==> config.mk <==
export PLATFORM = sky130hd
export DESIGN_NAME = text_tokenizer_stream_core
export DESIGN_NICKNAME = d
export VERILOG_FILES = /design/src/sv/tts_pkg.sv /design/src/sv/text_tokenizer_stream_core.sv /design/src/sv/tts_step.sv
export SDC_FILE = /design/constraint.sdc
export NUM_CORES = 1
export LEC_CHECK = 0
export BUFFER_PORTS_ARGS = -buffer_cell sky130_fd_sc_hd__buf_2
export CAP_MARGIN = 20
export CORE_ASPECT_RATIO = 1.25
export CORE_UTILIZATION = 49
export CTS_CLUSTER_DIAMETER = 60
export DETAILED_ROUTE_END_ITERATION = 10
export HOLD_SLACK_MARGIN = 0.08
export PLACE_DENSITY = 0.67
export SYNTH_ARGS = -nofsm -noshare
export SYNTH_HDL_FRONTEND = slang
export SYNTH_HIERARCHICAL = 1
export SYNTH_SLANG_ARGS = --single-unit
==> constraint.sdc <==
create_clock -name clk_i -period 5.1 [get_ports clk_i]
set_input_delay 0.765 -clock clk_i [delete_from_list [all_inputs] [get_ports clk_i]]
set_output_delay 0.765 -clock clk_i [all_outputs]
set_load 0.05 [all_outputs]
==> src/sv/tts_pkg.sv <==
// Shared types and constants of the text tokenizer stream core.
// Holds the state and result beat records, phase codes and character codes.
// No dependencies.
`timescale 1ns / 1ps
`default_nettype none

package tts_pkg;

  localparam logic [2:0] PH_NORMAL    = 3'd0;
  localparam logic [2:0] PH_ESCAPE    = 3'd1;
  localparam logic [2:0] PH_PAIR      = 3'd2;
  localparam logic [2:0] PH_RFC_PAIR  = 3'd3;
  localparam logic [2:0] PH_RFC_CHECK = 3'd4;
  localparam logic [2:0] PH_RFC_SKIP  = 3'd5;

  localparam logic [1:0] MODE_WORD = 2'd0;
  localparam logic [1:0] MODE_LINE = 2'd1;
  localparam logic [1:0] MODE_RFC  = 2'd2;
  localparam logic [1:0] MODE_FULL = 2'd3;

  localparam logic REG_MODE    = 1'b0;
  localparam logic REG_BRACKET = 1'b1;

  localparam logic KIND_CHAR = 1'b0;
  localparam logic KIND_EOS  = 1'b1;

  localparam logic ITEM_CHAR = 1'b0;
  localparam logic ITEM_END  = 1'b1;

  localparam logic [7:0] CH_NUL    = 8'h00;
  localparam logic [7:0] CH_TAB    = 8'h09;
  localparam logic [7:0] CH_LF     = 8'h0A;
  localparam logic [7:0] CH_CR     = 8'h0D;
  localparam logic [7:0] CH_SPACE  = 8'h20;
  localparam logic [7:0] CH_DQUOTE = 8'h22;
  localparam logic [7:0] CH_BSL    = 8'h5C;

  typedef struct packed {
    logic [2:0] phase;
    logic       peek_cr;
    logic [7:0] cur_sep;
    logic [7:0] prev_sep;
    logic       tok_ne;
    logic [3:0] tok_lvl;
  } state_t;

  typedef struct packed {
    logic       item_type;
    logic [7:0] token_char;
    logic [7:0] separator;
    logic [3:0] bracket_level;
    logic       stream_end;
    logic       last;
  } res_t;

  function automatic logic is_sep(input logic [7:0] c);
    case (c) inside
      8'h2C, 8'h3B, 8'h3A, 8'h2B, 8'h2D, 8'h3D, 8'h2F, 8'h5C, 8'h40: return 1'b1;
      default: return 1'b0;
    endcase
  endfunction

  function automatic logic [7:0] closer_of(input logic [7:0] c);
    case (c)
      8'h28:   return 8'h29;
      8'h5B:   return 8'h5D;
      8'h7B:   return 8'h7D;
      8'h3C:   return 8'h3E;
      default: return c;
    endcase
  endfunction

  function automatic logic is_open(input logic [7:0] c, input logic [1:0] mode);
    if (c == CH_DQUOTE) return 1'b1;
    if (mode != MODE_FULL) return 1'b0;
    return (c == 8'h28) || (c == 8'h5B) || (c == 8'h7B) || (c == 8'h3C);
  endfunction

endpackage

`default_nettype wire

==> src/sv/text_tokenizer_stream_core.sv <==
// Top level of the text tokenizer stream core: state, bracket stack and
// a two-entry result buffer around the combinational step in tts_step.
// Depends on tts_pkg and tts_step.
//
//   channel   dir  payload                                          beat rule
//   s_axis    in   tuser kind; tdata[7:0] ch                        tvalid & tready
//   m_axis    out  tuser item_type; tlast last; tdata: see port     tvalid & tready
//   cfg       in   cfg_addr_i 0 mode, 1 bracket_enable              cfg_we_i
//
// An input beat is processed in the cycle it is accepted and its results
// appear from the next cycle on, one per cycle while m_axis_tready is high.
// One input beat per cycle is sustained while each gives at most one result and
// m_axis_tready is high; two results hold s_axis_tready low until one is taken.
// Reset clears the tokenizer state and the buffer; the bracket stack memory
// is not cleared, and only entries below the current nesting depth are used.
`timescale 1ns / 1ps
`default_nettype none

module text_tokenizer_stream_core
  import tts_pkg::*;
#(
  parameter int STACK_DEPTH = 8
) (
  input  wire logic        clk_i,
  input  wire logic        rst_ni,
  input  wire logic        cfg_we_i,
  input  wire logic        cfg_addr_i,
  input  wire logic [1:0]  cfg_wdata_i,
  input  wire logic        s_axis_tvalid,
  output logic             s_axis_tready,
  input  wire logic [7:0]  s_axis_tdata,   // [7:0] ch
  input  wire logic        s_axis_tuser,   // [0] kind
  output logic             m_axis_tvalid,
  input  wire logic        m_axis_tready,
  output logic [23:0]      m_axis_tdata,   // [7:0] token_char, [15:8] separator,
                                           // [19:16] bracket_level, [20] stream_end
  output logic             m_axis_tuser,   // [0] item_type
  output logic             m_axis_tlast
);

  localparam int DW = $clog2(STACK_DEPTH + 1);
  localparam int AW = (STACK_DEPTH > 1) ? $clog2(STACK_DEPTH) : 1;

  logic [1:0]    mode_q;
  logic          bracket_en_q;
  state_t        st_q, st_d;
  logic [DW-1:0] depth_q, depth_d;
  logic [7:0]    top_q;
  logic [7:0]    rd_q;
  logic [7:0]    stack_mem [STACK_DEPTH];
  logic [1:0]    cnt_q;
  res_t          ent0_q, ent1_q;

  logic          push, pop;
  logic [7:0]    push_val;
  logic [1:0]    n_res;
  res_t          res0, res1;
  logic          in_acc, out_acc;
  logic [DW-1:0] rd_ptr;

  tts_step #(
    .STACK_DEPTH(STACK_DEPTH)
  ) u_step (
    .mode_i      (mode_q),
    .bracket_en_i(bracket_en_q),
    .kind_i      (s_axis_tuser),
    .ch_i        (s_axis_tdata),
    .st_i        (st_q),
    .depth_i     (depth_q),
    .top_i       (top_q),
    .st_o        (st_d),
    .depth_o     (depth_d),
    .push_o      (push),
    .push_val_o  (push_val),
    .pop_o       (pop),
    .n_o         (n_res),
    .res0_o      (res0),
    .res1_o      (res1)
  );

  assign s_axis_tready = (cnt_q == 2'd0) || (cnt_q == 2'd1 && m_axis_tready);
  assign in_acc        = s_axis_tvalid && s_axis_tready;
  assign m_axis_tvalid = (cnt_q != 2'd0);
  assign out_acc       = m_axis_tvalid && m_axis_tready;

  assign m_axis_tdata = {3'd0, ent0_q.stream_end, ent0_q.bracket_level,
                         ent0_q.separator, ent0_q.token_char};
  assign m_axis_tuser = ent0_q.item_type;
  assign m_axis_tlast = ent0_q.last;

  assign rd_ptr = (in_acc ? depth_d : depth_q) - DW'(2);

  always_ff @(posedge clk_i or negedge rst_ni) begin
    if (!rst_ni) begin
      mode_q       <= MODE_WORD;
      bracket_en_q <= 1'b0;
    end else if (cfg_we_i) begin
      unique case (cfg_addr_i)
        REG_MODE:    mode_q       <= cfg_wdata_i;
        REG_BRACKET: bracket_en_q <= cfg_wdata_i[0];
        default:     mode_q       <= mode_q;
      endcase
    end
  end

  always_ff @(posedge clk_i or negedge rst_ni) begin
    if (!rst_ni) begin
      st_q    <= '{phase: PH_NORMAL, peek_cr: 1'b0, cur_sep: CH_NUL,
                   prev_sep: CH_NUL, tok_ne: 1'b0, tok_lvl: 4'd0};
      depth_q <= '0;
      cnt_q   <= 2'd0;
    end else begin
      if (in_acc) begin
        st_q    <= st_d;
        depth_q <= depth_d;
        cnt_q   <= n_res;
      end else if (out_acc) begin
        cnt_q <= cnt_q - 2'd1;
      end
    end
  end

  always_ff @(posedge clk_i) begin
    if (in_acc) begin
      ent0_q <= res0;
      ent1_q <= res1;
    end else if (out_acc) begin
      ent0_q <= ent1_q;
    end
  end

  always_ff @(posedge clk_i) begin
    if (in_acc && push) begin
      stack_mem[depth_q[AW-1:0]] <= push_val;
    end
    rd_q <= stack_mem[rd_ptr[AW-1:0]];
  end

  always_ff @(posedge clk_i) begin
    if (in_acc && push) begin
      top_q <= push_val;
    end else if (in_acc && pop) begin
      top_q <= rd_q;
    end
  end

endmodule

`default_nettype wire

==> src/sv/tts_step.sv <==
// Combinational next-state and result logic for one accepted item.
// Depends on tts_pkg; the bracket stack itself lives in the top level.
`timescale 1ns / 1ps
`default_nettype none

module tts_step
  import tts_pkg::*;
#(
  parameter int STACK_DEPTH = 8
) (
  input  wire logic [1:0]                         mode_i,
  input  wire logic                               bracket_en_i,
  input  wire logic                               kind_i,
  input  wire logic [7:0]                         ch_i,
  input  wire state_t                             st_i,
  input  wire logic [$clog2(STACK_DEPTH+1)-1:0]   depth_i,
  input  wire logic [7:0]                         top_i,
  output state_t                                  st_o,
  output logic [$clog2(STACK_DEPTH+1)-1:0]        depth_o,
  output logic                                    push_o,
  output logic [7:0]                              push_val_o,
  output logic                                    pop_o,
  output logic [1:0]                              n_o,
  output res_t                                    res0_o,
  output res_t                                    res1_o
);

  localparam int DW = $clog2(STACK_DEPTH + 1);

  function automatic res_t mk_end(input logic [7:0] sep, input logic [3:0] lvl,
                                  input logic eos);
    res_t r;
    r.item_type     = ITEM_END;
    r.token_char    = CH_NUL;
    r.separator     = sep;
    r.bracket_level = lvl;
    r.stream_end    = eos;
    r.last          = 1'b0;
    return r;
  endfunction

  function automatic res_t mk_char(input logic [7:0] c);
    res_t r;
    r.item_type     = ITEM_CHAR;
    r.token_char    = c;
    r.separator     = CH_NUL;
    r.bracket_level = 4'd0;
    r.stream_end    = 1'b0;
    r.last          = 1'b0;
    return r;
  endfunction

  always_comb begin
    state_t        st;
    logic [DW-1:0] depth;
    logic [1:0]    n;
    res_t          r0;
    res_t          r1;
    res_t          beat;
    logic          run_proc;
    logic          emit;
    logic          may_end;
    logic [7:0]    partner;
    logic          sp_tab;
    logic          is_lf;

    st         = st_i;
    depth      = depth_i;
    n          = 2'd0;
    r0         = mk_char(CH_NUL);
    r1         = mk_char(CH_NUL);
    beat       = mk_char(CH_NUL);
    run_proc   = 1'b0;
    emit       = 1'b0;
    may_end    = 1'b0;
    push_o     = 1'b0;
    push_val_o = CH_NUL;
    pop_o      = 1'b0;
    partner    = st_i.peek_cr ? CH_CR : CH_LF;
    sp_tab     = (ch_i == CH_SPACE) || (ch_i == CH_TAB);
    is_lf      = (ch_i == CH_CR) || (ch_i == CH_LF);

    if (kind_i == KIND_EOS) begin
      st.phase    = PH_NORMAL;
      r0          = mk_end(st.cur_sep, st.tok_lvl, 1'b1);
      n           = 2'd1;
      st.prev_sep = st.cur_sep;
      st.tok_ne   = 1'b0;
    end else begin
      unique case (st_i.phase) inside
        PH_ESCAPE: begin
          st.phase  = PH_NORMAL;
          st.tok_ne = 1'b1;
          n         = 2'd1;
          if (depth != '0 && is_lf) begin
            st.peek_cr = (ch_i == CH_LF);
            st.phase   = PH_PAIR;
            r0         = mk_char(CH_LF);
          end else begin
            r0 = mk_char(ch_i);
          end
        end
        PH_PAIR: begin
          st.phase = PH_NORMAL;
          run_proc = (ch_i != partner);
        end
        PH_RFC_PAIR, PH_RFC_CHECK: begin
          if (st_i.phase == PH_RFC_PAIR && ch_i == partner) begin
            st.phase = PH_RFC_CHECK;
          end else if (sp_tab) begin
            st.phase = PH_RFC_SKIP;
          end else begin
            st.phase    = PH_NORMAL;
            r0          = mk_end(st.cur_sep, st.tok_lvl, 1'b0);
            n           = 2'd1;
            st.prev_sep = st.cur_sep;
            st.tok_ne   = 1'b0;
            run_proc    = 1'b1;
          end
        end
        PH_RFC_SKIP: begin
          if (!sp_tab) begin
            st.phase = PH_NORMAL;
            run_proc = 1'b1;
          end
        end
        default: begin
          st.phase = PH_NORMAL;
          run_proc = 1'b1;
        end
      endcase

      if (run_proc) begin
        may_end = (st.prev_sep != CH_SPACE) || st.tok_ne;
        if (ch_i == CH_BSL) begin
          st.phase = PH_ESCAPE;
        end else if (is_lf) begin
          st.cur_sep = CH_LF;
          st.peek_cr = (ch_i == CH_LF);
          if (mode_i == MODE_RFC) begin
            st.phase = PH_RFC_PAIR;
          end else begin
            st.phase = PH_PAIR;
            emit     = (mode_i != MODE_WORD) || may_end;
          end
        end else if (depth == '0 && (mode_i == MODE_WORD || mode_i == MODE_FULL) &&
                     sp_tab) begin
          if (st.tok_ne) begin
            st.cur_sep = CH_SPACE;
            emit       = 1'b1;
          end else begin
            st.prev_sep = CH_SPACE;
          end
        end else if (mode_i == MODE_FULL && is_sep(ch_i)) begin
          st.cur_sep = ch_i;
          emit       = may_end;
        end else if (depth != '0 && top_i == ch_i) begin
          st.tok_lvl = 4'(depth);
          depth      = depth - DW'(1);
          pop_o      = 1'b1;
          st.cur_sep = ch_i;
          emit       = 1'b1;
        end else if (bracket_en_i && depth < DW'(STACK_DEPTH) &&
                     (mode_i == MODE_WORD || mode_i == MODE_FULL) &&
                     is_open(ch_i, mode_i)) begin
          st.tok_lvl = 4'(depth);
          push_o     = 1'b1;
          push_val_o = closer_of(ch_i);
          depth      = depth + DW'(1);
          if (may_end) begin
            st.cur_sep = ch_i;
            emit       = 1'b1;
          end
        end else begin
          st.tok_ne = 1'b1;
          beat      = mk_char(ch_i);
          if (n == 2'd0) r0 = beat; else r1 = beat;
          n = n + 2'd1;
        end

        if (emit) begin
          beat        = mk_end(st.cur_sep, st.tok_lvl, 1'b0);
          st.prev_sep = st.cur_sep;
          st.tok_ne   = 1'b0;
          if (n == 2'd0) r0 = beat; else r1 = beat;
          n = n + 2'd1;
        end
      end
    end

    r0.last = (n == 2'd1);
    r1.last = 1'b1;

    st_o    = st;
    depth_o = depth;
    n_o     = n;
    res0_o  = r0;
    res1_o  = r1;
  end

endmodule

`default_nettype wire

==> run metrics, run 1 <==
critical path endpoint category register; Hold Slack 0.443 ns; layout cells sized above 1 0.210; Root Buffer Master clkbuf_16; Total Power 3.83 mW; worst reg2reg endpoint m_axis_tdata[18]$_DFFE_PP_; final std cells w/o fill 1033; worst setup margin 0.728 ns; most frequent CP cell nand2_1; ys flop type edfxtp_1; EDFF count, synth 118; Critical Path, Cell by Cell buf_2, or4b_4, nor4_4, nor4_4, nor2_1, inv_1, ha_1, mux2i_1, ha_1, nand2_1, or4_1, o311ai_4, o41ai_2, a22o_1, nand2_1, nand2_1; post-place setup slack 0.327 ns; Max FO, Critical Path 14; Fin Clk Skew 0.00777 ns; unrepaired setup endpoints after global routing no; highest-delay cell along the critical path or4b_4; global route total overflow 0; I/O Pins 45; Synth Instances 751; Initial DRT Pass Iterations 5; power per cell area 406 nW/um^2; CTS hold repair buffers 0; final period utilization 0.857; reg2reg setup slack 0.80 ns; Synth Cell Area 8380 um^2; Final Critical Period 4.37 ns; maximum clock path buffer count 2; postcts setup bufs 0; clock sink count 160; fin area 9430 um^2; Die Width 119 um; final count of hold timing violations 0; Layout area overhead 12.6%; FF-to-FF Start depth_q[1]$_DFF_PN0_; routed vias/inst 5.71; status finished, final reports clean; core area 16800 um^2; Netlist cell types 86; full die area 17600 um^2; GP Congestion 0.939; Routed Antenna Nets 0; Die Y 148 um; pin count of the biggest net entering global routing 56; register bit count reported by yosys 160; worst endpoint required time 5.29 ns; CTS tree built; setup_tns 0 ns; final core utilization 0.562; post-CTS resize count 0; maximum VDD drop 0.267 mV; r2r worst-path depth 14; 1st-iter DRT viols 495; Reg clk slew, reported paths 0.07 ns; Starting Density 0.499; Hold Path Class primary input to asynchronous set/reset pin; final-stage net count 827; initial antenna violation count 0; overall fraction of global-route tracks in use 0.234; fin. max-slew vios 0; Least-Margin Pin Slew 0.882 ns; drc violations 0; Detailed Route WL 19.7 mm; top cell type by total area after synthesis edfxtp_1; post-synthesis sequential area ratio 0.544; Skew-Pair Late Insertion Delay 0.43 ns; syn avg cell area 11.2 um^2; vias in the first global route 5726; IO Port Bufs 41; wire per inst 19.1 um; first-pass GRT wire length 31.4 mm; placed inst area 8840 um^2; ys async rst share 0.213; share of the synthesized area in the top cell type 0.423; Syn. warnings 6; WP data arrival 4.56 ns; hpwl dp 13.8 mm; via count 5903; setup violators final 0; maxcap violations 0; H-tree level count 4; antenna cells 0; top cells by area, synth edfxtp_1 42%, dfrtp_1 10%, nand2_1 8.0%; Achievable Freq 229 MHz; Core Rows 53; WS Path Type primary input to register; CP startpoint kind primary input; Max stage delay on crit path 0.57 ns; leakage 3.82 nW; CTS Buf Count 17; total placed cells including tap cells 1001; worst slew slack as a fraction of its limit 0.407
==> how the worst max path moves through the flow <==
stage / startpoint / slack [ns] / endpoint
6_report: s_axis_tdata[3] / 0.73 / m_axis_tdata[18]$_DFFE_PP_
5_1_grt: s_axis_tdata[2] / 0.50 / m_axis_tdata[17]$_DFFE_PP_
3_5_place_dp: s_axis_tdata[6] / 0.33 / m_axis_tdata[18]$_DFFE_PP_
4_1_cts: s_axis_tdata[6] / 0.78 / m_axis_tdata[18]$_DFFE_PP_
2_1_floorplan: s_axis_tdata[5] / 0.65 / m_axis_tdata[16]$_DFFE_PP_
3_3_place_gp: s_axis_tdata[6] / 0.46 / m_axis_tdata[17]$_DFFE_PP_
==> layout by cell type (no fill, tap or decap), types with 14 or more instances in the layout <==
cell type and n:
nand2_1 178, edfxtp_1 118, buf_2 41, nor2_1 37, dfrtp_1 34, mux2_2 31
o21ai_0 31, inv_1 30, and2_1 23, buf_4 22, clkbuf_16 17, nor3_1 14
a22oi_1 14
==> cells in the mapped netlist, drive strengths merged, types with 9 or more instances <==
| library cell | instances |
|---|---|
| nor2 | 42 |
| nand3 | 10 |
| and2 | 23 |
| buf | 20 |
| inv | 32 |
| edfxtp | 118 |
| clkbuf | 17 |
| ha | 10 |
| mux2 | 46 |
| nor3 | 15 |
| o21ai | 32 |
| xnor2 | 11 |
| dfrtp | 34 |
| mux2i | 9 |
| o22ai | 10 |
| nand2 | 179 |
| a22oi | 14 |
==> sequential cells by signal, summed over array words and instances, names as in the netlist, 4 cells and up <==
register,cells
m_axis_tdata,21
top_q,8
rd_q,8
depth_q,4
st_q,25
stack_mem,64
ent1_q,23
==> critical path, delay by kind of cell <==
kind                       cells  cell delay [ns]
AOI/OAI and AO/OA              3             0.63
adders and majority gates      2             0.57
buffers and inverters          2             0.36
muxes                          1             0.16
and+or+nand+nor                8             2.06
==> cells by family (layout without fill, tap and decap cells) <==
| logic type | after synthesis | in the layout | synth area share |
|---|---|---|---|
| compound gates | 108 | 108 | 0.0989 |
| xor+xnor | 12 | 12 | 0.0125 |
| fa+ha+maj | 10 | 10 | 0.0149 |
| buf+inv | 69 | 128 | 0.0393 |
| flops | 160 | 160 | 0.544 |
| mux | 63 | 63 | 0.0974 |
| other cells | 3 | 6 | 0.00134 |
| simple gates | 326 | 326 | 0.192 |
==> per-layer routing <==
metal / track usage / wire length [um] / vias to the layer above
met5: 0 / 0 / -
met1: 0.281 / 8050 / 2880
li1: - / - / 2793
met2: 0.407 / 10100 / 180
met4: 0.125 / 770 / 0
met3: 0.0334 / 785 / 50
==> cell type report <==
| class | count | area [um^2] |
|---|---|---|
| fillers | 1466 | 7350 |
| flip-flops and latches | 160 | 4550 |
| well taps | 220 | 275 |
| repair buffers | 64 | 390 |
| clock inverters | 14 | 155 |
| multi-input cells | 525 | 3500 |
| inverters | 32 | 120 |
| clock buffers | 18 | 429 |
==> power by group <==
group | switching [mW] | internal [mW]
Clock | 0.541 | 0.729
Sequential | 0.102 | 1.57
Combinational | 0.649 | 0.233
Total | 1.29 | 2.54
No activity file was read; power rests on OpenSTA's default activity.
==> run 2, diff against run 1 <==
- CAP_MARGIN: 20 -> 25
- REMOVE_ABC_BUFFERS: unset -> 1
==> run 2 against run 1 <==
Compared with the run above:
- clock power is 3% higher
- sequential share of layout area is 0.15 points lower
- sequential cell count stayed put
- final cell count hardly changed
- clock-buffer cell count stayed put
- worst setup slack worse by 0.065 ns
- non-clock buffer count is 1 higher
- power is 0.41% higher
- critical endpoint is now m_axis_tdata[17]$_DFFE_PP_
==> run metrics, run 2 (same netlist as run 1, synthesis figures left out) <==
status finished, final reports clean; overall fraction of global-route tracks in use 0.239; layout cells sized above 1 0.213; fin. max-slew vios 0; Least-Margin Pin Slew 1.07 ns; unrepaired setup endpoints after global routing no; max reg flops 64; FILL cells 1447; drc violations 0; most frequent cells in the layout 178 x nand2_1, 118 x edfxtp_1, 41 x buf_2; antenna cells 0; core area 16800 um^2; power per cell area 407 nW/um^2; Multi-input gate area 3500 um^2; Routed Antenna Nets 0; postcts setup bufs 0; setup violators final 0; internal power 2.56 mW; CTS Buf Count 17; Detailed Route WL 20.1 mm; Starting Density 0.499; first-pass GRT wire length 31.7 mm; Reg clk slew, reported paths 0.07 ns; full die area 17600 um^2; P_sw 1.29 mW; maxcap violations 0; Initial DRT Pass Iterations 7; Fin Clk Skew 0.00895 ns; clock sink count 160; post-CTS resize count 0; hpwl dp 14.0 mm; Root Buffer Master clkbuf_16; WP data arrival 4.62 ns; Reg area 4550 um^2; via count 5960; Hold Slack 0.450 ns; H-tree level count 4; worst endpoint required time 5.29 ns; pin count of the biggest net entering global routing 73; final count of hold timing violations 0; maximum VDD drop 0.253 mV; Final Critical Period 4.44 ns; Die Width 119 um; vias in the first global route 5999; final period utilization 0.870; final core utilization 0.564; final-stage net count 828; maximum clock path buffer count 2; Achievable Freq 225 MHz; Comb pwr share 0.227; 1st-iter DRT viols 469; Skew-Pair Late Insertion Delay 0.43 ns; routed vias/inst 5.76; sequential share of power 0.433; most common cell after layout, fill and taps aside nand2_1; WS Path Type primary input to register; CP startpoint kind primary input; Layout area overhead 12.9%; I/O Pins 45; IO Port Bufs 41; worst slew slack as a fraction of its limit 0.284; CTS tree built; Core Rows 53; leakage 3.83 nW; CTS hold repair buffers 0; critical path endpoint category register; Die Y 148 um; Max FO, Critical Path 16; initial antenna violation count 0; global route total overflow 0; Clk pwr share 0.340; setup_tns 0 ns; Hold Path Class primary input to asynchronous set/reset pin; Total Power 3.84 mW; GP Congestion 0.829; wire per inst 19.5 um; Sw Ratio 0.335
run 2: changes by cell type in the layout (fill, tap and decap cells not counted), sizes merged:
cell / change
buf: +1
clkinv: -5
clkinvlp: +1
inv: +4
run 2: per-stage QoR:
stage	cells	instance area [um^2]	setup slack, ns
3_3_place_gp	1002	8850	0.394
4_1_cts	1034	9460	0.723
2_1_floorplan	717	8180	0.462
6_report	1034	9460	0.663
5_1_grt	1034	9460	0.478
3_5_place_dp	1002	8850	0.282
run 2: per-layer routing:
metal,GRT usage,part of all wire,vias to the layer above
li1,-,-,2794
met1,0.269,0.40,2937
met2,0.435,0.52,178
met3,0.0337,0.038,51
met4,0.128,0.040,0
met5,0,0,-
run 2: layout make-up:
type | instances | share of cell area
Sequential cell | 160 | 0.482
Multi-Input combinational cell | 525 | 0.370
Clock buffer | 18 | 0.0464
Timing Repair Buffer | 65 | 0.0421
Tap cell | 220 | 0.0291
Clock inverter | 14 | 0.0176
Inverter | 32 | 0.0127
run 2: final timing paths:
path / start / to / slack (ns) / cells past startpoint
setup / recovery: s_axis_tdata[2] / m_axis_tdata[17]$_DFFE_PP_ / 0.66 / 15
hold / removal: rst_ni / mode_q[1]$_DFFE_PN0P_ / 0.45 / 1
setup reg to reg: depth_q[1]$_DFF_PN0_ / m_axis_tdata[17]$_DFFE_PP_ / 0.90 / 15
hold reg to reg: st_q[6]$_DFFE_PN0N_ / st_q[6]$_DFFE_PN0N_ / 0.51 / 2
max in group asynchronous: rst_ni / st_q[10]$_DFFE_PN0N_ / 4.10 / 1
min in group clk_i: st_q[6]$_DFFE_PN0N_ / st_q[6]$_DFFE_PN0N_ / 0.51 / 2
run 2: power groups by stage:
stage | sequential [mW] | clock (mW) | combinational, mW
after floorplan | 1.87 | 0 | 0.439
after global placement | 1.69 | 0 | 0.859
after detailed placement | 1.69 | 0 | 0.870
after CTS | 1.66 | 1.33 | 0.875
after global routing | 1.68 | 1.38 | 0.944
final | 1.67 | 1.31 | 0.871
run 2: worst max-delay path, cell delays in order:
cell	delay, ns
buf_2	0.31
nor4b_1	0.14
and4_1	0.31
o2111ai_1	0.29
or4b_4	0.55
nor2_2	0.36
mux2i_1	0.26
ha_1	0.26
nand2_1	0.12
or4_1	0.47
o311ai_4	0.22
o41ai_2	0.22
a22o_1	0.23
nand2_1	0.06
nand2_1	0.06
